**config.mk**
```make
export PLATFORM = sky130hd
export DESIGN_NAME = ahrs_frame_decoder_core_flat
export DESIGN_NICKNAME = d
export VERILOG_FILES = /design/src/sv/ahrs_pkg.sv /design/src/sv/ahrs_if.sv /design/src/sv/ahrs_front.sv /design/src/sv/ahrs_opq.sv /design/src/sv/ahrs_back.sv /design/src/sv/ahrs_frame_decoder_core.sv /design/src/flat_wrapper.sv
export SDC_FILE = /design/constraint.sdc
export NUM_CORES = 1
export LEC_CHECK = 0
export BUFFER_PORTS_ARGS = -buffer_cell sky130_fd_sc_hd__clkbuf_2
export CAP_MARGIN = 15
export CELL_PAD_IN_SITES_DETAIL_PLACEMENT = 0
export CELL_PAD_IN_SITES_GLOBAL_PLACEMENT = 1
export CORE_MARGIN = 1
export CORE_UTILIZATION = 47
export CTS_CLUSTER_SIZE = 10
export DETAILED_ROUTE_END_ITERATION = 7
export PLACE_DENSITY_LB_ADDON = 0.1
export SYNTH_ARGS = -nofsm -noshare
export SYNTH_HDL_FRONTEND = slang
export SYNTH_HIERARCHICAL = 1
export SYNTH_SLANG_ARGS = --single-unit
export TNS_END_PERCENT = 20
```
**constraint.sdc**
```tcl
create_clock -name i_clk -period 15.5 [get_ports i_clk]
set_clock_uncertainty 0.05 [all_clocks]
set_input_delay 1.55 -clock i_clk [delete_from_list [all_inputs] [get_ports i_clk]]
set_output_delay 1.55 -clock i_clk [all_outputs]
set_load 0.005 [all_outputs]
```
**src/sv/ahrs_pkg.sv**
```systemverilog
// ----------------------------------------------------------------------------
// ahrs_pkg
// Shared constants and types of the AHRS frame decoder.
// ----------------------------------------------------------------------------
`default_nettype none

package ahrs_pkg;

    localparam int FRAME_BYTES     = 30;
    localparam int POS_W           = 5;
    localparam int NUM_WORDS       = 10;
    localparam int WORD_IDX_W      = 4;
    localparam int LAST_MOTION_POS = 18;
    localparam int TEMP_HIGH_POS   = 25;
    localparam int TEMP_LOW_POS    = 26;
    localparam logic [7:0] SYNC_RESET = 8'hFF;

    localparam int Q_DEPTH = 2;
    localparam int Q_PTR_W = (Q_DEPTH > 1) ? $clog2(Q_DEPTH) : 1;
    localparam int Q_CNT_W = $clog2(Q_DEPTH + 1);

    typedef enum logic [1:0] {
        OP_DATA  = 2'd0,
        OP_LAST  = 2'd1,
        OP_ABORT = 2'd2
    } t_op;

    typedef enum logic [1:0] {
        ST_GOOD      = 2'd0,
        ST_BAD_SUM   = 2'd1,
        ST_SHORT     = 2'd2
    } t_status;

    typedef struct packed {
        t_op              op;
        logic [POS_W-1:0] pos;
        logic [7:0]       data;
    } t_op_item;

endpackage

`default_nettype wire

```
**src/sv/ahrs_if.sv**
```systemverilog
// ----------------------------------------------------------------------------
// ahrs_if
// Channel interfaces: link bytes in, decoded frames out, sync register write.
// ----------------------------------------------------------------------------
`default_nettype none

interface ahrs_in_if;
    logic       valid;
    logic       ready;
    logic       kind;
    logic [7:0] data_byte;

    modport source (output valid, kind, data_byte, input ready);
    modport sink   (input valid, kind, data_byte, output ready);
endinterface

interface ahrs_res_if;
    logic               valid;
    logic               ready;
    logic signed [15:0] roll;
    logic signed [15:0] pitch;
    logic signed [15:0] yaw;
    logic signed [15:0] roll_rate;
    logic signed [15:0] pitch_rate;
    logic signed [15:0] yaw_rate;
    logic signed [15:0] accel_x;
    logic signed [15:0] accel_y;
    logic signed [15:0] accel_z;
    logic        [15:0] temperature_code;
    logic        [1:0]  status;

    modport source (output valid, roll, pitch, yaw, roll_rate, pitch_rate, yaw_rate,
                    accel_x, accel_y, accel_z, temperature_code, status,
                    input ready);
    modport sink   (input valid, roll, pitch, yaw, roll_rate, pitch_rate, yaw_rate,
                    accel_x, accel_y, accel_z, temperature_code, status,
                    output ready);
endinterface

interface ahrs_cfg_if;
    logic       valid;
    logic       ready;
    logic [7:0] data;

    modport source (output valid, data, input ready);
    modport sink   (input valid, data, output ready);
endinterface

`default_nettype wire

```
**src/sv/ahrs_front.sv**
```systemverilog
// ----------------------------------------------------------------------------
// ahrs_front
// Hunts for the sync byte, tracks frame position and classifies each byte.
// ----------------------------------------------------------------------------
`default_nettype none

module ahrs_front (
    input  wire logic           i_clk,
    input  wire logic           i_rst_n,
    ahrs_in_if.sink             i_in,
    ahrs_cfg_if.sink            i_cfg,
    input  wire logic           i_full,
    output logic                o_push,
    output ahrs_pkg::t_op_item  o_item
);
    import ahrs_pkg::*;

    logic [7:0]       r_sync;
    logic             r_in_frame;
    logic             n_in_frame;
    logic [POS_W-1:0] r_pos;
    logic [POS_W-1:0] n_pos;
    logic             w_take;
    logic             w_last;

    assign i_cfg.ready = 1'b1;
    assign i_in.ready  = !i_full;
    assign w_take      = i_in.valid && !i_full;
    assign w_last      = (r_pos >= POS_W'(FRAME_BYTES - 1));

    always_comb begin
        n_in_frame  = r_in_frame;
        n_pos       = r_pos;
        o_push      = 1'b0;
        o_item.op   = OP_DATA;
        o_item.pos  = r_pos;
        o_item.data = i_in.data_byte;
        if (w_take) begin
            if (i_in.kind) begin
                // abort while hunting is dropped
                if (r_in_frame) begin
                    o_push     = 1'b1;
                    o_item.op  = OP_ABORT;
                    n_in_frame = 1'b0;
                    n_pos      = '0;
                end
            end else if (!r_in_frame) begin
                if (i_in.data_byte == r_sync) begin
                    n_in_frame = 1'b1;
                    n_pos      = POS_W'(1);
                end
            end else begin
                o_push = 1'b1;
                if (w_last) begin
                    o_item.op  = OP_LAST;
                    n_in_frame = 1'b0;
                    n_pos      = '0;
                end else begin
                    n_pos = r_pos + 1'b1;
                end
            end
        end
    end

    always_ff @(posedge i_clk) begin
        if (!i_rst_n) begin
            r_sync     <= SYNC_RESET;
            r_in_frame <= 1'b0;
            r_pos      <= '0;
        end else begin
            if (i_cfg.valid) begin
                r_sync <= i_cfg.data;
            end
            r_in_frame <= n_in_frame;
            r_pos      <= n_pos;
        end
    end

endmodule

`default_nettype wire

```
**src/sv/ahrs_opq.sv**
```systemverilog
// ----------------------------------------------------------------------------
// ahrs_opq
// Short queue of classified bytes between the front and back halves.
// ----------------------------------------------------------------------------
`default_nettype none

module ahrs_opq (
    input  wire logic                i_clk,
    input  wire logic                i_rst_n,
    input  wire logic                i_push,
    input  wire ahrs_pkg::t_op_item  i_item,
    output logic                     o_full,
    input  wire logic                i_pop,
    output logic                     o_empty,
    output ahrs_pkg::t_op_item       o_item
);
    import ahrs_pkg::*;

    t_op_item           r_slot [Q_DEPTH];
    logic [Q_PTR_W-1:0] r_wr_ptr;
    logic [Q_PTR_W-1:0] r_rd_ptr;
    logic [Q_CNT_W-1:0] r_count;
    logic               w_wr;
    logic               w_rd;

    assign o_full  = (r_count == Q_CNT_W'(Q_DEPTH));
    assign o_empty = (r_count == '0);
    assign o_item  = r_slot[r_rd_ptr];
    assign w_wr    = i_push && !o_full;
    assign w_rd    = i_pop && !o_empty;

    always_ff @(posedge i_clk) begin
        if (w_wr) begin
            r_slot[r_wr_ptr] <= i_item;
        end
    end

    always_ff @(posedge i_clk) begin
        if (!i_rst_n) begin
            r_wr_ptr <= '0;
            r_rd_ptr <= '0;
            r_count  <= '0;
        end else begin
            if (w_wr) begin
                r_wr_ptr <= (r_wr_ptr == Q_PTR_W'(Q_DEPTH - 1)) ? '0 : r_wr_ptr + 1'b1;
            end
            if (w_rd) begin
                r_rd_ptr <= (r_rd_ptr == Q_PTR_W'(Q_DEPTH - 1)) ? '0 : r_rd_ptr + 1'b1;
            end
            case ({w_wr, w_rd})
                2'b10:   r_count <= r_count + 1'b1;
                2'b01:   r_count <= r_count - 1'b1;
                default: r_count <= r_count;
            endcase
        end
    end

endmodule

`default_nettype wire

```
**src/sv/ahrs_back.sv**
```systemverilog
// ----------------------------------------------------------------------------
// ahrs_back
// Captures words, keeps the running sum and builds the result register.
// ----------------------------------------------------------------------------
`default_nettype none

module ahrs_back (
    input  wire logic                i_clk,
    input  wire logic                i_rst_n,
    input  wire logic                i_empty,
    input  wire ahrs_pkg::t_op_item  i_item,
    output logic                     o_pop,
    ahrs_res_if.source               o_res
);
    import ahrs_pkg::*;

    logic [7:0]  r_hold;
    logic [7:0]  n_hold;
    logic [7:0]  r_sum;
    logic [7:0]  n_sum;
    logic [15:0] r_words [NUM_WORDS];
    logic [15:0] n_words [NUM_WORDS];
    logic        r_valid;
    logic        w_out_free;
    logic        w_emit;
    logic [WORD_IDX_W-1:0] w_idx;
    logic [15:0] r_out_words [NUM_WORDS];
    t_status     r_status;

    assign w_out_free = !r_valid || o_res.ready;
    // data bytes never stall; a frame end waits for the result register
    assign o_pop  = !i_empty && ((i_item.op == OP_DATA) || w_out_free);
    assign w_emit = o_pop && (i_item.op != OP_DATA);
    assign w_idx  = WORD_IDX_W'(i_item.pos[POS_W-1:1]) - 1'b1;

    always_comb begin
        n_hold  = r_hold;
        n_sum   = r_sum;
        n_words = r_words;
        if (o_pop && i_item.op != OP_ABORT) begin
            if (i_item.pos inside {[1:LAST_MOTION_POS]}) begin
                if (i_item.pos[0]) begin
                    n_hold = i_item.data;
                end else begin
                    n_words[w_idx] = {r_hold, i_item.data};
                end
            end else if (i_item.pos == POS_W'(TEMP_HIGH_POS)) begin
                n_hold = i_item.data;
            end else if (i_item.pos == POS_W'(TEMP_LOW_POS)) begin
                n_words[NUM_WORDS-1] = {r_hold, i_item.data};
            end
        end
        if (o_pop) begin
            if (i_item.op == OP_DATA) begin
                n_sum = r_sum + i_item.data;
            end else begin
                n_sum = '0;
            end
        end
    end

    always_ff @(posedge i_clk) begin
        r_words <= n_words;
        if (w_emit) begin
            if (i_item.op == OP_LAST) begin
                r_out_words <= n_words;
                r_status    <= (r_sum == i_item.data) ? ST_GOOD : ST_BAD_SUM;
            end else begin
                for (int j = 0; j < NUM_WORDS; j++) begin
                    r_out_words[j] <= '0;
                end
                r_status <= ST_SHORT;
            end
        end
    end

    always_ff @(posedge i_clk) begin
        if (!i_rst_n) begin
            r_hold  <= '0;
            r_sum   <= '0;
            r_valid <= 1'b0;
        end else begin
            r_hold <= n_hold;
            r_sum  <= n_sum;
            if (w_emit) begin
                r_valid <= 1'b1;
            end else if (o_res.ready) begin
                r_valid <= 1'b0;
            end
        end
    end

    assign o_res.valid            = r_valid;
    assign o_res.roll             = $signed(r_out_words[0]);
    assign o_res.pitch            = $signed(r_out_words[1]);
    assign o_res.yaw              = $signed(r_out_words[2]);
    assign o_res.roll_rate        = $signed(r_out_words[3]);
    assign o_res.pitch_rate       = $signed(r_out_words[4]);
    assign o_res.yaw_rate         = $signed(r_out_words[5]);
    assign o_res.accel_x          = $signed(r_out_words[6]);
    assign o_res.accel_y          = $signed(r_out_words[7]);
    assign o_res.accel_z          = $signed(r_out_words[8]);
    assign o_res.temperature_code = r_out_words[NUM_WORDS-1];
    assign o_res.status           = r_status;

endmodule

`default_nettype wire

```
**src/sv/ahrs_frame_decoder_core.sv**
```systemverilog
// The closing byte or abort passes through the op queue into the registered result.
// Throughput: one link byte per cycle while results are taken, sustained by the two-entry op
//   queue and the result register, which is reloaded in the same cycle it is taken.
// A frame end waits in the queue only while an earlier result is still held.
// Reset (synchronous, active low) starts hunting, clears the sum and sets sync to 0xFF.
// ----------------------------------------------------------------------------
// ahrs_frame_decoder_core
// Sync-byte framed AHRS decoder with additive 8-bit checksum.
// ----------------------------------------------------------------------------
`default_nettype none

module ahrs_frame_decoder_core (
    input  wire logic  i_clk,
    input  wire logic  i_rst_n,
    ahrs_in_if.sink    i_in,
    ahrs_cfg_if.sink   i_cfg,
    ahrs_res_if.source o_res
);
    import ahrs_pkg::*;

    logic     w_push;
    logic     w_full;
    logic     w_pop;
    logic     w_empty;
    t_op_item w_push_item;
    t_op_item w_head_item;

    ahrs_front u_front (
        .i_clk   (i_clk),
        .i_rst_n (i_rst_n),
        .i_in    (i_in),
        .i_cfg   (i_cfg),
        .i_full  (w_full),
        .o_push  (w_push),
        .o_item  (w_push_item)
    );

    ahrs_opq u_opq (
        .i_clk   (i_clk),
        .i_rst_n (i_rst_n),
        .i_push  (w_push),
        .i_item  (w_push_item),
        .o_full  (w_full),
        .i_pop   (w_pop),
        .o_empty (w_empty),
        .o_item  (w_head_item)
    );

    ahrs_back u_back (
        .i_clk   (i_clk),
        .i_rst_n (i_rst_n),
        .i_empty (w_empty),
        .i_item  (w_head_item),
        .o_pop   (w_pop),
        .o_res   (o_res)
    );

endmodule

`default_nettype wire

```
**src/flat_wrapper.sv**
```systemverilog
// flat-port wrapper written by rule: the top's interface ports become plain ports
module ahrs_frame_decoder_core_flat import ahrs_pkg::*;
  (i_clk, i_rst_n, i_in_valid, i_in_kind, i_in_data_byte, i_in_ready, i_cfg_valid, i_cfg_data, i_cfg_ready, o_res_valid, o_res_roll, o_res_pitch, o_res_yaw, o_res_roll_rate, o_res_pitch_rate, o_res_yaw_rate, o_res_accel_x, o_res_accel_y, o_res_accel_z, o_res_temperature_code, o_res_status, o_res_ready);
  ahrs_in_if i_in_i ();
  ahrs_cfg_if i_cfg_i ();
  ahrs_res_if o_res_i ();
  input  wire logic i_clk;
  input  wire logic i_rst_n;
  input wire logic [$bits(i_in_i.valid)-1:0] i_in_valid;
  input wire logic [$bits(i_in_i.kind)-1:0] i_in_kind;
  input wire logic [$bits(i_in_i.data_byte)-1:0] i_in_data_byte;
  output wire logic [$bits(i_in_i.ready)-1:0] i_in_ready;
  input wire logic [$bits(i_cfg_i.valid)-1:0] i_cfg_valid;
  input wire logic [$bits(i_cfg_i.data)-1:0] i_cfg_data;
  output wire logic [$bits(i_cfg_i.ready)-1:0] i_cfg_ready;
  output wire logic [$bits(o_res_i.valid)-1:0] o_res_valid;
  output wire logic [$bits(o_res_i.roll)-1:0] o_res_roll;
  output wire logic [$bits(o_res_i.pitch)-1:0] o_res_pitch;
  output wire logic [$bits(o_res_i.yaw)-1:0] o_res_yaw;
  output wire logic [$bits(o_res_i.roll_rate)-1:0] o_res_roll_rate;
  output wire logic [$bits(o_res_i.pitch_rate)-1:0] o_res_pitch_rate;
  output wire logic [$bits(o_res_i.yaw_rate)-1:0] o_res_yaw_rate;
  output wire logic [$bits(o_res_i.accel_x)-1:0] o_res_accel_x;
  output wire logic [$bits(o_res_i.accel_y)-1:0] o_res_accel_y;
  output wire logic [$bits(o_res_i.accel_z)-1:0] o_res_accel_z;
  output wire logic [$bits(o_res_i.temperature_code)-1:0] o_res_temperature_code;
  output wire logic [$bits(o_res_i.status)-1:0] o_res_status;
  input wire logic [$bits(o_res_i.ready)-1:0] o_res_ready;
  assign i_in_i.valid = i_in_valid;
  assign i_in_i.kind = i_in_kind;
  assign i_in_i.data_byte = i_in_data_byte;
  assign i_in_ready = i_in_i.ready;
  assign i_cfg_i.valid = i_cfg_valid;
  assign i_cfg_i.data = i_cfg_data;
  assign i_cfg_ready = i_cfg_i.ready;
  assign o_res_valid = o_res_i.valid;
  assign o_res_roll = o_res_i.roll;
  assign o_res_pitch = o_res_i.pitch;
  assign o_res_yaw = o_res_i.yaw;
  assign o_res_roll_rate = o_res_i.roll_rate;
  assign o_res_pitch_rate = o_res_i.pitch_rate;
  assign o_res_yaw_rate = o_res_i.yaw_rate;
  assign o_res_accel_x = o_res_i.accel_x;
  assign o_res_accel_y = o_res_i.accel_y;
  assign o_res_accel_z = o_res_i.accel_z;
  assign o_res_temperature_code = o_res_i.temperature_code;
  assign o_res_status = o_res_i.status;
  assign o_res_i.ready = o_res_ready;
  ahrs_frame_decoder_core u_core (.i_clk(i_clk), .i_rst_n(i_rst_n), .i_in(i_in_i), .i_cfg(i_cfg_i), .o_res(o_res_i));
endmodule
```
# Word level (Yosys, flattened, before mapping)
# Memory sizes are Yosys's and may differ from the RTL's. A register that Yosys moved wholly into a read port is not among the register bits.
# Index checks and enable logic that the tools add are counted.
# classes
addsub	7
magnitude_cmp	5
n_eq_ne	11
muxes	39
bitwise_logic	1
n_reduce_logical	22
# op_table
cell	n
$mux 160	2
$bwmux 160	1
$mux 144	1
$demux 16 s4	1
$mux 16	4
$mux 8	4
$mux 5	5
$mux 1	17
$eq 8x8->1	2
$eq 5x5->1 const B	2
$ge 5x5->1 const B	2
$reduce_bool 2->1	5
$add 8x8->8	1
$logic_and 1x1->1	8
$mux 2	3
$reduce_and 3->1	2
$add 5x1->5 const B	1
$ge 5x1->1 const B	1
$le 5x5->1 const B	1
$lt 5x1->1 const B	1
$not 4->5	1
$eq 2x1->1 const B	2
$eq 2x2->1 const B	2
$logic_not 2->1	2
other kinds (9)	14
# totals
reg_bits	357
ramBits	30
mem_count	1
# memory_table
name	depth	width	read_ports	rd_ports_with_merged_regs	wr	line	rtl
u_core.u_opq.r_slot	2	15	1	1	1	ahrs_opq.sv:19	t_op_item r_slot [Q_DEPTH];

# Logic depth before layout (Yosys ltp)
# Gate-level depths: netlist of run 1.
# depth
word_depth	10
depth_mapped	12

# By module
# Netlist of run 1, hierarchy kept.
# modules_own_cells
module	n_inst	cells_each	area_each_um2
ahrs_back	1	816	12219.2
ahrs_opq	1	73	1317.5
ahrs_front	1	95	868.3

# Worst setup path before layout of run 1
# Ideal clock, no wire load.
# synth_path
path_type	in2reg
from	input o_res_ready
to	register u_core.u_back.r_out_words (netlist bit u_core/u_back/o_res.accel_x[0]) (enable)
setup_ns	0.883
t_arrival_ns	12.560
required_time_ns	14.567
path_slack_ns	2.007
stages	2
path_buffers	0
cell_sequence	nor2b_1 -> nor3_1
# synth_via
elab_chain_len	4
# synth_lines
element	line	rtl
start: declaration	flat_wrapper.sv:28	input wire logic [$bits(o_res_i.ready)-1:0] o_res_ready;
$logic_or 1x1->1	ahrs_back.sv:30	assign w_out_free = !r_valid || o_res.ready;
$logic_or 1x1->1	ahrs_back.sv:32	assign o_pop = !i_empty && ((i_item.op == OP_DATA) || w_out_free);
$logic_and 1x1->1	ahrs_back.sv:32	
$logic_and 1x1->1	ahrs_back.sv:33	assign w_emit = o_pop && (i_item.op != OP_DATA);
named net u_core.u_back.w_emit	ahrs_back.sv:25	logic w_emit;
end signal: assignment	ahrs_back.sv:66	r_out_words <= n_words;
end: declaration	ahrs_back.sv:27	logic [15:0] r_out_words [NUM_WORDS];
# The timed path passes the listed nets, and every way through them passes these cells.
# A chain may end at the register's enable or synchronous reset.

==> summary.md, run 1 <==
| Metric | Value |
|---|---|
| Die width | `177.1 µm` |
| Startpoint Class | `flop` |
| Worst-case clock buffer depth | `3` |
| Run status | `finished, final reports clean` |
| Core Util, Final | `56.67%` |
| CTS tree | `built` |
| Routability Congestion | `0.7178` |
| Max-cap violations | `0` |
| Synthesized area per cell | `14.64 µm²` |
| Worst VDD drop | `0.07470 mV` |
| Routed length per instance | `18.51 µm` |
| Syn. warnings | `6` |
| Routed vias/inst | `4.975` |
| Drt first-iter violations | `423` |
| Worst Tran Pin Value | `1.053 ns` |
| Antenna viol nets, final | `0` |
| CTS Sinks | `388` |
| DRC viols | `0` |
| DP HPWL | `17.83 mm` |
| CTS root buf | `clkbuf_16` |
| Minimum hold slack | `0.4063 ns` |
| Flop and latch count out of synthesis | `388` |
| Rel. slew slack | `29.74%` |
| Initial core utilization | `48.22%` |
| Vias | `7880` |
| Core box area | `29870 µm²` |
| Pin count of the biggest net entering global routing | `85` |
| Unique masters post-synth | `61` |
| CP required | `15.69 ns` |
| Post-synth EDFFs | `192` |
| Clock latency on the worst-skew pair | `0.52 ns` |
| Net Count, Synth | `1017` |
| HP Class | `flop to flop` |
| Hold-fix buffers, CTS | `0` |
| Share of layout cells above drive strength 1 | `35.76%` |
| First-pass GRT wire length | `44.35 mm` |
| # rows | `63` |
| CTS Buf Count | `45` |
| Diode count | `0` |
| CTS resizes | `0` |
| Port Buf Inserts | `185` |
| Antenna violations before repair | `0` |
| H-Tree Depth | `2` |
| Die ar. | `31350 µm²` |
| Num ports | `187` |
| Routed WL | `29.32 mm` |
| Critical Path AT | `3.67 ns` |
| PD cells | `120.0 nW/µm²` |
| Max-slew violations | `0` |
| Postcts setup bufs | `0` |
| Final setup viols | `0` |
| Leakage | `6.519 nW` |
| Post-Syn Area | `14410 µm²` |
| Clock Pin Slew Worst Setup and Hold Paths | `0.05 ns` |
| RSZ-0062 raised after global routing | `false` |
| Final Net Count | `1194` |
| Top FF cell, synth | `dfxtp_1` |
| Max Clock Freq | `287.0 MHz` |
| Setup Crit Path Kind | `flop to flop` |
| Area delta synth->final | `17.54%` |
| Drt first pass iters | `4` |
| Mapped Cells | `984` |
| Seq/Total Area, Yosys | `67.26%` |
| Die Height | `177.1 µm` |
| Setup TNS | `0 ns` |
| Min cycle time layout | `3.485 ns` |
| Vias in the first global route | `7616` |
| Total GRT Usage | `18.83%` |
| Crit Path Max Fanout | `16` |
| Filler cell count | `2438` |
| Element type at the critical path end | `flop` |
| Final-report hold violation count | `0` |
| Overflow after GRT | `0` |
| Crit share post-route | `22.48%` |
| Share of async-settable or async-resettable flops after synthesis | `0%` |
state kept, by name (all words and copies together) (netlist names), 5 cells and up, named ones only:
name / flops
u_core/u_back/o_res.accel_x: 16
u_core/u_back/o_res.pitch: 16
u_core/u_opq/r_slot: 30
u_core/u_back/o_res.roll: 16
u_core/u_back/o_res.accel_z: 16
u_core/u_front/r_sync: 8
u_core/u_back/r_hold: 8
u_core/u_back/o_res.yaw: 16
u_core/u_back/o_res.yaw_rate: 16
u_core/u_back/r_sum: 8
u_core/u_back/o_res.roll_rate: 16
u_core/u_back/o_res.temperature_code: 16
u_core/u_front/r_pos: 5
u_core/u_back/r_words: 160
u_core/u_back/o_res.pitch_rate: 16
u_core/u_back/o_res.accel_y: 16
cell usage in the layout, fill, tap and decap left out, types with 10 or more instances in the layout:
cell,instances
mux2i_1,16
clkbuf_1,29
edfxtp_1,192
ha_1,10
nand3_1,10
clkbuf_2,185
mux2_4,10
mux2_1,14
nand2_1,19
dfxtp_1,196
xor2_1,10
clkbuf_16,47
nor2b_1,180
mux2_2,151
critical path: stages, from the launching register on:
cell	delay [ns]
dfxtp_1	0.74
mux2_1	0.47
nand3b_1	0.22
nand4_2	0.19
or4_1	0.91
mux2_4	0.47
nor2b_1	0.13
synth_stat cells, drive strengths merged, types with 2 or more instances:
master	count	share of area [%]
nand3b	4	0.21
edfxtp	192	40
and2	2	0.087
o21a	2	0.10
and3	2	0.087
nand3	10	0.35
o22ai	2	0.087
nand4	6	0.30
a21boi	3	0.16
a31oi	3	0.23
xnor2	6	0.36
nor4	3	0.28
dfxtp	196	27
inv	9	0.23
xor2	10	0.61
o21ai	8	0.28
mux2	175	14
nor2	15	0.41
a21oi	9	0.31
a21o	4	0.21
nor2b	180	7.8
clkbuf	40	1.0
nand2	19	0.50
mux2i	16	1.1
ha	10	0.87
buf	23	1.1
nand2b	5	0.23
nor3	7	0.39
nor3b	2	0.14
or3	3	0.13
a22oi	4	0.21
through the flow:
step	setup WS, ns	instances	instance area [µm²]	total power [W]
6_report	12.02	1584	16930	0.002032
5_1_grt	11.76	1584	16930	0.002101
4_1_cts	11.96	1584	16930	0.002056
3_5_place_dp	11.55	1504	15600	0.001104
3_3_place_gp	11.55	1504	15600	0.001104
2_1_floorplan	2.007	984	14410	0.001101
routing by layer:
| layer | vias up | routed length [µm] | track usage [%] |
|---|---|---|---|
| met5 | - | 0 | 0 |
| met2 | 173 | 13820 | 30.65 |
| met4 | 0 | 433 | 4.562 |
| li1 | 3807 | - | - |
| met3 | 34 | 1461 | 3.866 |
| met1 | 3866 | 13610 | 25.66 |
cells by family after synthesis:
| logic type | count (synthesis) | synth area share [%] |
|---|---|---|
| muxes | 191 | 15.05 |
| adders and majority gates | 11 | 1.008 |
| and+or+nand+nor | 266 | 11.40 |
| buffers and inverters | 72 | 2.397 |
| DFF | 388 | 67.26 |
| AOI/OAI and AO/OA | 39 | 1.876 |
| other | 1 | 0.02603 |
| xor gates and xnor gates | 16 | 0.9728 |
final timing paths:
kind / start / end / slack (ns) / cells past startpoint
worst max register to register: flop / u_core/u_back/o_res.accel_z[8] / 12.02 / 6
worst max-delay path: flop / u_core/u_back/o_res.accel_z[8] / 12.02 / 6
worst min register to register: u_core/u_back/r_words[151] / u_core/u_back/r_words[151] / 0.41 / 1
worst min-delay path: u_core/u_back/r_words[151] / u_core/u_back/r_words[151] / 0.41 / 1
cell type report:
| class | count | area [µm²] | area share [%] |
|---|---|---|---|
| Timing Repair Buffer | 193 | 985.9 | 5.823 |
| Clock inverter | 2 | 17.52 | 0.1035 |
| Clock buffer | 78 | 1313 | 7.752 |
| Multi-Input combinational cell | 524 | 4404 | 26.01 |
| Sequential cell | 388 | 9689 | 57.23 |
| Inverter | 9 | 33.78 | 0.1995 |
| Tap cell | 390 | 488.0 | 2.882 |
where the power goes:
group          internal, W  total [W]  switching, W
sequential         0.00107    0.00107   0.000000911
clock             0.000570   0.000949      0.000379
combinational   0.00000578  0.0000129    0.00000715
total              0.00164    0.00203      0.000387
Power figures use the tool's default switching activity.
==> inputs of run 2 (changes only) <==
Settings changed: ABC_AREA set to 1, CORE_UTILIZATION 47 to 44.
Clock period 15.5 ns to 3.4 ns, I/O delays scaled along.
==> summary.md, run 2 <==
| Metric | Value |
|---|---|
| Syn. warnings | `6 (unchanged)` |
| Synth area leader | `edfxtp_1` |
| Area delta synth->final | `17.31%` |
| CP required | `3.61 ns (-12.08 ns)` |
| Fin cells | `2581 (+63%)` |
| Die width | `195.3 µm (+10%)` |
| Rel. slew slack | `52.87% (+23 points)` |
| Max-slew violations | `0 (unchanged)` |
| Cell family with the largest share of critical-path delay | `simple AND/OR/NAND/NOR gates` |
| Share of async-settable or async-resettable flops after synthesis | `0% (unchanged)` |
| Crit Path Max Fanout | `35 (+19)` |
| Clock Pin Slew Worst Setup and Hold Paths | `0.06 ns (about the same)` |
| Top Registers | `u_core/u_back/r_words: 160 flops, u_core/u_opq/r_slot: 30 flops` |
| Critical Path Max Stage Delay | `0.60 ns (-0.31 ns)` |
| Top FF cell, synth | `dfxtp_1` |
| Mapped Cells | `1892 (+92%)` |
| Diode count | `0 (unchanged)` |
| Setup TNS | `0 ns (unchanged)` |
| GR peak layer | `met2` |
| Final Net Count | `2109 (+77%)` |
| Max Clock Freq | `340.0 MHz (+18%)` |
| Leakage | `9.476 nW (+45%)` |
| Routed WL | `42.12 mm (+44%)` |
| Vias in the first global route | `11620 (+53%)` |
| Post-Syn Area | `16430 µm² (+14%)` |
| CTS Buf Count | `46 (+2.2%)` |
| Worst Tran Pin Value | `0.7050 ns (-0.3478 ns)` |
| CTS tree | `built` |
| Clock latency on the worst-skew pair | `0.55 ns (+0.03 ns)` |
| Critical Path AT | `3.15 ns (-0.52 ns)` |
| Area contributors post-synth | `edfxtp_1, dfxtp_1, nand2_1` |
| Total GRT Usage | `22.27% (+3.4 points)` |
| Routability Congestion | `0.7641 (+6.5%)` |
| Die ar. | `38120 µm² (+22%)` |
| Final setup viols | `0 (unchanged)` |
| Commonest non-fill, non-tap cell in the layout | `nand2_1` |
| Worst VDD drop | `0.3159 mV (+320%)` |
| Share of layout cells above drive strength 1 | `15.24% (-21 points)` |
| First-pass GRT wire length | `65.41 mm (+47%)` |
| Met1 Usage GRT | `30.46% (+4.8 points)` |
| Antenna viol nets, final | `0 (unchanged)` |
| H-Tree Depth | `2 (unchanged)` |
| Final-report hold violation count | `0 (unchanged)` |
| Pin count of the biggest net entering global routing | `114 (+34%)` |
| Antenna violations before repair | `0 (unchanged)` |
| Worst-case clock buffer depth | `3 (unchanged)` |
| WP buf/inv | `2 (+2)` |
| Setup Crit Path Kind | `flop to flop` |
| Synth cell count leaders | `nand2_1, inv_1, dfxtp_1, edfxtp_1, nor2_1` |
| Element type at the critical path end | `flop` |
| Vias | `12510 (+59%)` |
| Drt first pass iters | `5 (+1)` |
| Seq/Total Area, Yosys | `58.97% (-8.3 points)` |
| Routed length per instance | `16.32 µm (-12%)` |
| Run status | `finished, final reports clean` |
| GR Util met3 | `3.230% (-0.64 points)` |
| Placed Cells | `2480 (+65%)` |
| PD cells | `493.8 nW/µm² (+310%)` |
| Net Count, Synth | `1925 (+89%)` |
| Overflow after GRT | `0 (unchanged)` |
| Cell breakdown of the critical path | `buf_4 -> mux2_2 -> nor2_4 -> buf_4 -> nand3_1 -> nand2_1 -> nand2_1 -> nand2_1 -> nand2_1 -> nand2_1 -> a21oi_1` |
| DRC viols | `0 (unchanged)` |
| Post-synth EDFFs | `192 (unchanged)` |
| Port Buf Inserts | `185 (unchanged)` |
| CTS root buf | `clkbuf_16` |
| Crit-path slowest cell | `nand3_1` |
| Crit path top cell by count | `nand2_1` |
| Routed vias/inst | `4.849 (-2.5%)` |
| Unique masters post-synth | `40 (-34%)` |
| Largest register by flop count | `u_core/u_back/r_words` |
| Startpoint Class | `flop` |
| # rows | `70 (+11%)` |
| Min cycle time layout | `2.941 ns (-0.5435 ns)` |
| Drt first-iter violations | `899 (+110%)` |
| DP HPWL | `25.74 mm (+44%)` |
| Most frequent cells in the layout | `nand2_1, inv_1, dfxtp_1` |
| Num ports | `187 (unchanged)` |
| Crit share post-route | `86.51% (+64 points)` |
| Met2 Use GR | `36.49% (+5.8 points)` |
| Share of the synthesized area in the top cell type | `35.09% (-4.9 points)` |
| Max FFs per register | `160 (unchanged)` |
| Most numerous cell in the Yosys netlist | `nand2_1` |
| HP Class | `input pin to flop` |
| Die Height | `195.3 µm (+10%)` |
| Flop and latch count out of synthesis | `388 (unchanged)` |
| CTS Sinks | `388 (unchanged)` |
| Max-cap violations | `0 (unchanged)` |
| Core box area | `36700 µm² (+23%)` |
| Initial core utilization | `44.78% (-3.4 points)` |
| Synthesized area per cell | `8.685 µm² (-41%)` |
| RSZ-0062 raised after global routing | `false` |
-- run 2: cell types whose count changed after synthesis, sizes merged, moves of 145 or more --
cell   delta
nand3   +145
nor2b   -180
inv     +281
nand2   +603
mux2    -160
nor2    +160
-- run 2: layout make-up --
| cell class | count | area [µm²] |
|---|---|---|
| clock buffer | 82 | 1369 |
| clock inverter | 3 | 17.52 |
| fill | 3453 | 17420 |
| inverter | 290 | 1091 |
| multi-input combinational | 1123 | 5180 |
| sequential | 388 | 9689 |
| tap | 468 | 585.6 |
| timing repair buffer | 227 | 1344 |
-- run 2: what timing repair did --
item | CTS | global route
buffers inserted | 0 | 0
resized for setup | 0 | 0
hold endpoints to repair | 24 | 0
hold buffers | 16 | 0
-- run 2: path summary, 6_finish.rpt --
check,start,end,slack (ns),cells past startpoint
hold / removal,o_res_ready,u_core/u_back/o_res.valid,0.10,4
setup reg to reg,flop,u_core/u_back/o_res.roll_rate[3],0.46,11
setup / recovery,flop,u_core/u_back/o_res.roll_rate[3],0.46,11
hold reg to reg,u_core/u_back/r_words[4],u_core/u_back/r_words[4],0.39,2
-- run 2: through the flow --
stage               cell area [µm²]  worst slack [ns]  total power, W  utilization [%]  hold slack [ns]
global placement              17730            0.4747        0.005059            48.31           0.3740
detailed placement            17730            0.4297        0.005061            48.31           0.3794
global route                  19280            0.1544        0.009854            52.53           0.1247
CTS                           19280            0.4081        0.009640            52.53          0.08094
finish                        19280            0.4586        0.009519            52.53           0.1003
floorplan                     16440           -0.2662        0.005039                -           0.3647
-- run 2: cells by family after synthesis --
logic type	Yosys count	share of synthesized area [%]
other	1	0.02282
muxes	15	1.256
DFF	388	58.97
AOI/OAI and AO/OA	85	2.734
buffers and inverters	381	9.693
xor gates and xnor gates	11	0.5863
adders and majority gates	11	0.8833
and+or+nand+nor	1000	25.86
-- run 2: worst min-delay path, stage by stage --
cell and delay (ns):
clkbuf_2 0.09, nor2_1 0.06, nor2_1 0.10, nor2_1 0.05
-- run 2: per-layer routing --
| layer | up-vias | wire (µm) |
|---|---|---|
| met5 | - | 0 |
| met3 | 55 | 2108 |
| met2 | 349 | 19850 |
| met4 | 0 | 1034 |
| met1 | 5806 | 19130 |
| li1 | 6304 | - |
-- run 2: report_power, final --
part	leakage, nW	total, W	internal [W]	switching, W
Sequential	3.50	0.00489	0.00488	0.00000600
Combinational	5.31	0.0000900	0.0000408	0.0000492
Clock	0.666	0.00454	0.00270	0.00184
==> inputs of run 3 (changes only) <==
Settings changed: CORE_UTILIZATION 44 to 48, CTS_BUF_LIST set to sky130_fd_sc_hd__clkbuf_8 sky130_fd_sc_hd__clkbuf_16.
Clock period 3.4 ns to 3.73 ns, I/O delays scaled along.
==> summary.md, run 3 (synthesis gave the netlist of run 2 again) <==
| Metric | Value |
|---|---|
| Run status | `finished, final reports clean` |
| CTS tree | `built` |
| Die ar. | `34980 µm² (-8.3%)` |
| Top Registers | `u_core/u_back/r_words: 160 flops, u_core/u_opq/r_slot: 30 flops` |
| CTS Buf Count | `45 (-2.2%)` |
| Vias in the first global route | `11780 (+1.4%)` |
| Worst Tran Pin Value | `0.8770 ns (+0.1720 ns)` |
| Minimum hold slack | `0.02386 ns (-0.07647 ns)` |
| Worst-case clock buffer depth | `3 (unchanged)` |
| Hold endpoint | `u_core/u_opq/r_slot[0][7]` |
| Crit share post-route | `85.02% (-1.5 points)` |
| Total GRT Usage | `22.94% (+0.67 points)` |
| R2R setup slack | `0.56 ns (+0.10 ns)` |
| Postcts setup bufs | `0 (unchanged)` |
| Commonest non-fill, non-tap cell in the layout | `nand2_1` |
| Startpoint Class | `flop` |
| Clock latency on the worst-skew pair | `0.55 ns (about the same)` |
| Vias | `12480 (-0.27%)` |
| Antenna viol nets, final | `0 (unchanged)` |
| Num ports | `187 (unchanged)` |
| Largest register by flop count | `u_core/u_back/r_words` |
| Crit-path slowest cell | `dfxtp_1` |
| Overflow after GRT | `0 (unchanged)` |
| Cell family with the largest share of critical-path delay | `simple AND/OR/NAND/NOR gates` |
| Hold Crit Depth | `1 (-3)` |
| Die Height | `187.0 µm (-4.2%)` |
| Critical Path AT | `3.38 ns (+0.23 ns)` |
| PD cells | `441.7 nW/µm² (-11%)` |
| Final setup viols | `0 (unchanged)` |
| Critical Path Max Stage Delay | `0.50 ns (-0.10 ns)` |
| Initial core utilization | `48.88% (+4.1 points)` |
| Min cycle time layout | `3.171 ns (+0.2297 ns)` |
| Int Power | `0.006724 W (-12%)` |
| Die width | `187.0 µm (-4.2%)` |
| Setup TNS | `0 ns (unchanged)` |
| Psw | `0.001715 W (-9.5%)` |
| Worst R2R End | `u_core/u_back/o_res.accel_z[10]` |
| Element type at the critical path end | `flop` |
| Share of layout cells above drive strength 1 | `14.89% (-0.35 points)` |
| Pin count of the biggest net entering global routing | `91 (-20%)` |
| H-Tree Depth | `2 (unchanged)` |
| Port Buf Inserts | `185 (unchanged)` |
| Area delta synth->final | `16.27%` |
| Core box area | `33620 µm² (-8.4%)` |
| Comb power frac | `0.9% (about the same)` |
| Sw Share | `20.32% (+0.40 points)` |
| Routed WL | `39.89 mm (-5.3%)` |
| HP Class | `input pin to flop` |
| Worst VDD drop | `0.3050 mV (-3.4%)` |
| Drt first pass iters | `5 (unchanged)` |
| Rel. slew slack | `41.54% (-11 points)` |
| Filler cell count | `3132 (-9.3%)` |
| Antenna violations before repair | `0 (unchanged)` |
| RSZ-0062 raised after global routing | `false` |
| Fin cells | `2550 (-1.2%)` |
| Clock power share | `46.3% (-1.4 points)` |
| Leakage | `9.541 nW (+0.69%)` |
| Final Net Count | `2098 (-0.52%)` |
| DRC viols | `0 (unchanged)` |
| Routed length per instance | `15.64 µm (-4.1%)` |
| First-pass GRT wire length | `63.42 mm (-3.0%)` |
| CTS Sinks | `388 (unchanged)` |
| Max-slew violations | `0 (unchanged)` |
| Max-cap violations | `0 (unchanged)` |
| DP HPWL | `25.11 mm (-2.5%)` |
| # rows | `67 (-4.3%)` |
| Diode count | `0 (unchanged)` |
| Worst reg-to-reg path cell count | `11 (unchanged)` |
| CTS root buf | `clkbuf_16` |
| Crit Path Max Fanout | `19 (-46%)` |
| Setup Crit Path Kind | `flop to flop` |
| Sequential share of power | `52.8% (+1.5 points)` |
| Routed vias/inst | `4.894 (+0.94%)` |
| Crit path top cell by count | `nand2_1` |
| Clock Pin Slew Worst Setup and Hold Paths | `0.05 ns (about the same)` |
| Placed Cells | `2456 (-0.97%)` |
| WP buf/inv | `2 (unchanged)` |
| Most frequent cells in the layout | `nand2_1, inv_1, dfxtp_1` |
| Final-report hold violation count | `0 (unchanged)` |
| Worst Hold Launch | `i_in_data_byte[7]` |
| Routability Congestion | `0.8349 (+9.3%)` |
| Max Clock Freq | `315.3 MHz (-7.2%)` |
| Drt first-iter violations | `899 (unchanged)` |
| Max FFs per register | `160 (unchanged)` |
| Cell breakdown of the critical path | `buf_4 -> mux2_4 -> nor2_1 -> nand2_1 -> nand2_1 -> nand3_1 -> nor2_4 -> buf_4 -> nand3_1 -> nand2_1 -> nor2_1` |
| CP required | `3.94 ns (+0.33 ns)` |
run 3: changes by cell type in the layout (fill, tap and decap cells not counted):
cell           delta
buf_4             -4
inv_6             -1
inv_16            +1
clkbuf_16         -2
clkbuf_8          -3
dlygate4sd3_1     -6
clkbuf_1         -30
nor2_2            -1
inv_1            +33
clkinv_8          +1
nor2_1            +1
run 3: per-layer routing:
metal / wire length (µm) / track usage (%)
met1: 17830 / 30.93
met2: 18780 / 37.76
met3: 2199 / 3.621
met4: 1086 / 7.661
met5: 0 / 0
run 3: stage by stage:
stage                     total power [W]  cell area, µm²  util, %  setup WS (ns)
after floorplan                  0.004594           16440        -        0.02917
after global placement           0.004611           17670    52.57         0.6407
after detailed placement         0.004613           17670    52.57         0.5656
after CTS                        0.008524           19110    56.84         0.5344
after global routing             0.008691           19110    56.84         0.2178
final                            0.008439           19110    56.84         0.5589
run 3: layout make-up:
cell class	instances	area, µm²	area share, %
clock buffers	47	1165	6.097
clock inverters	37	168.9	0.8841
inverters	290	1091	5.711
multi-input cells	1123	5177	27.10
flip-flops and latches	388	9689	50.71
well taps	448	560.5	2.934
repair buffers	217	1254	6.562
run 3: power by group through the flow:
stage | combinational (W) | clock, W | sequential [W]
6_report | 0.0000774 | 0.00391 | 0.00445
5_1_grt | 0.0000872 | 0.00415 | 0.00445
4_1_cts | 0.0000780 | 0.00399 | 0.00445
3_5_place_dp | 0.0000697 | 0 | 0.00454
3_3_place_gp | 0.0000681 | 0 | 0.00454
2_1_floorplan | 0.0000515 | 0 | 0.00454
run 3: repair_timing:
item / in CTS / in global routing
hold endpoints to repair: 11 / 0
gates resized for setup: 0 / 0
hold buffers: 10 / 0
run 3: how the worst max path moves through the flow:
| stage | from | endpoint | slack [ns] | cells after the start |
|---|---|---|---|---|
| after floorplan | flop | u_core/u_back/o_res.accel_x[0] | 0.03 | 5 |
| after global placement | flop | u_core/u_back/o_res.accel_z[8] | 0.64 | 11 |
| after detailed placement | flop | u_core/u_back/o_res.accel_z[8] | 0.57 | 11 |
| after CTS | flop | u_core/u_back/o_res.accel_z[10] | 0.53 | 11 |
| after global routing | flop | u_core/u_back/o_res.accel_z[8] | 0.22 | 11 |
| final | flop | u_core/u_back/o_res.accel_z[10] | 0.56 | 11 |
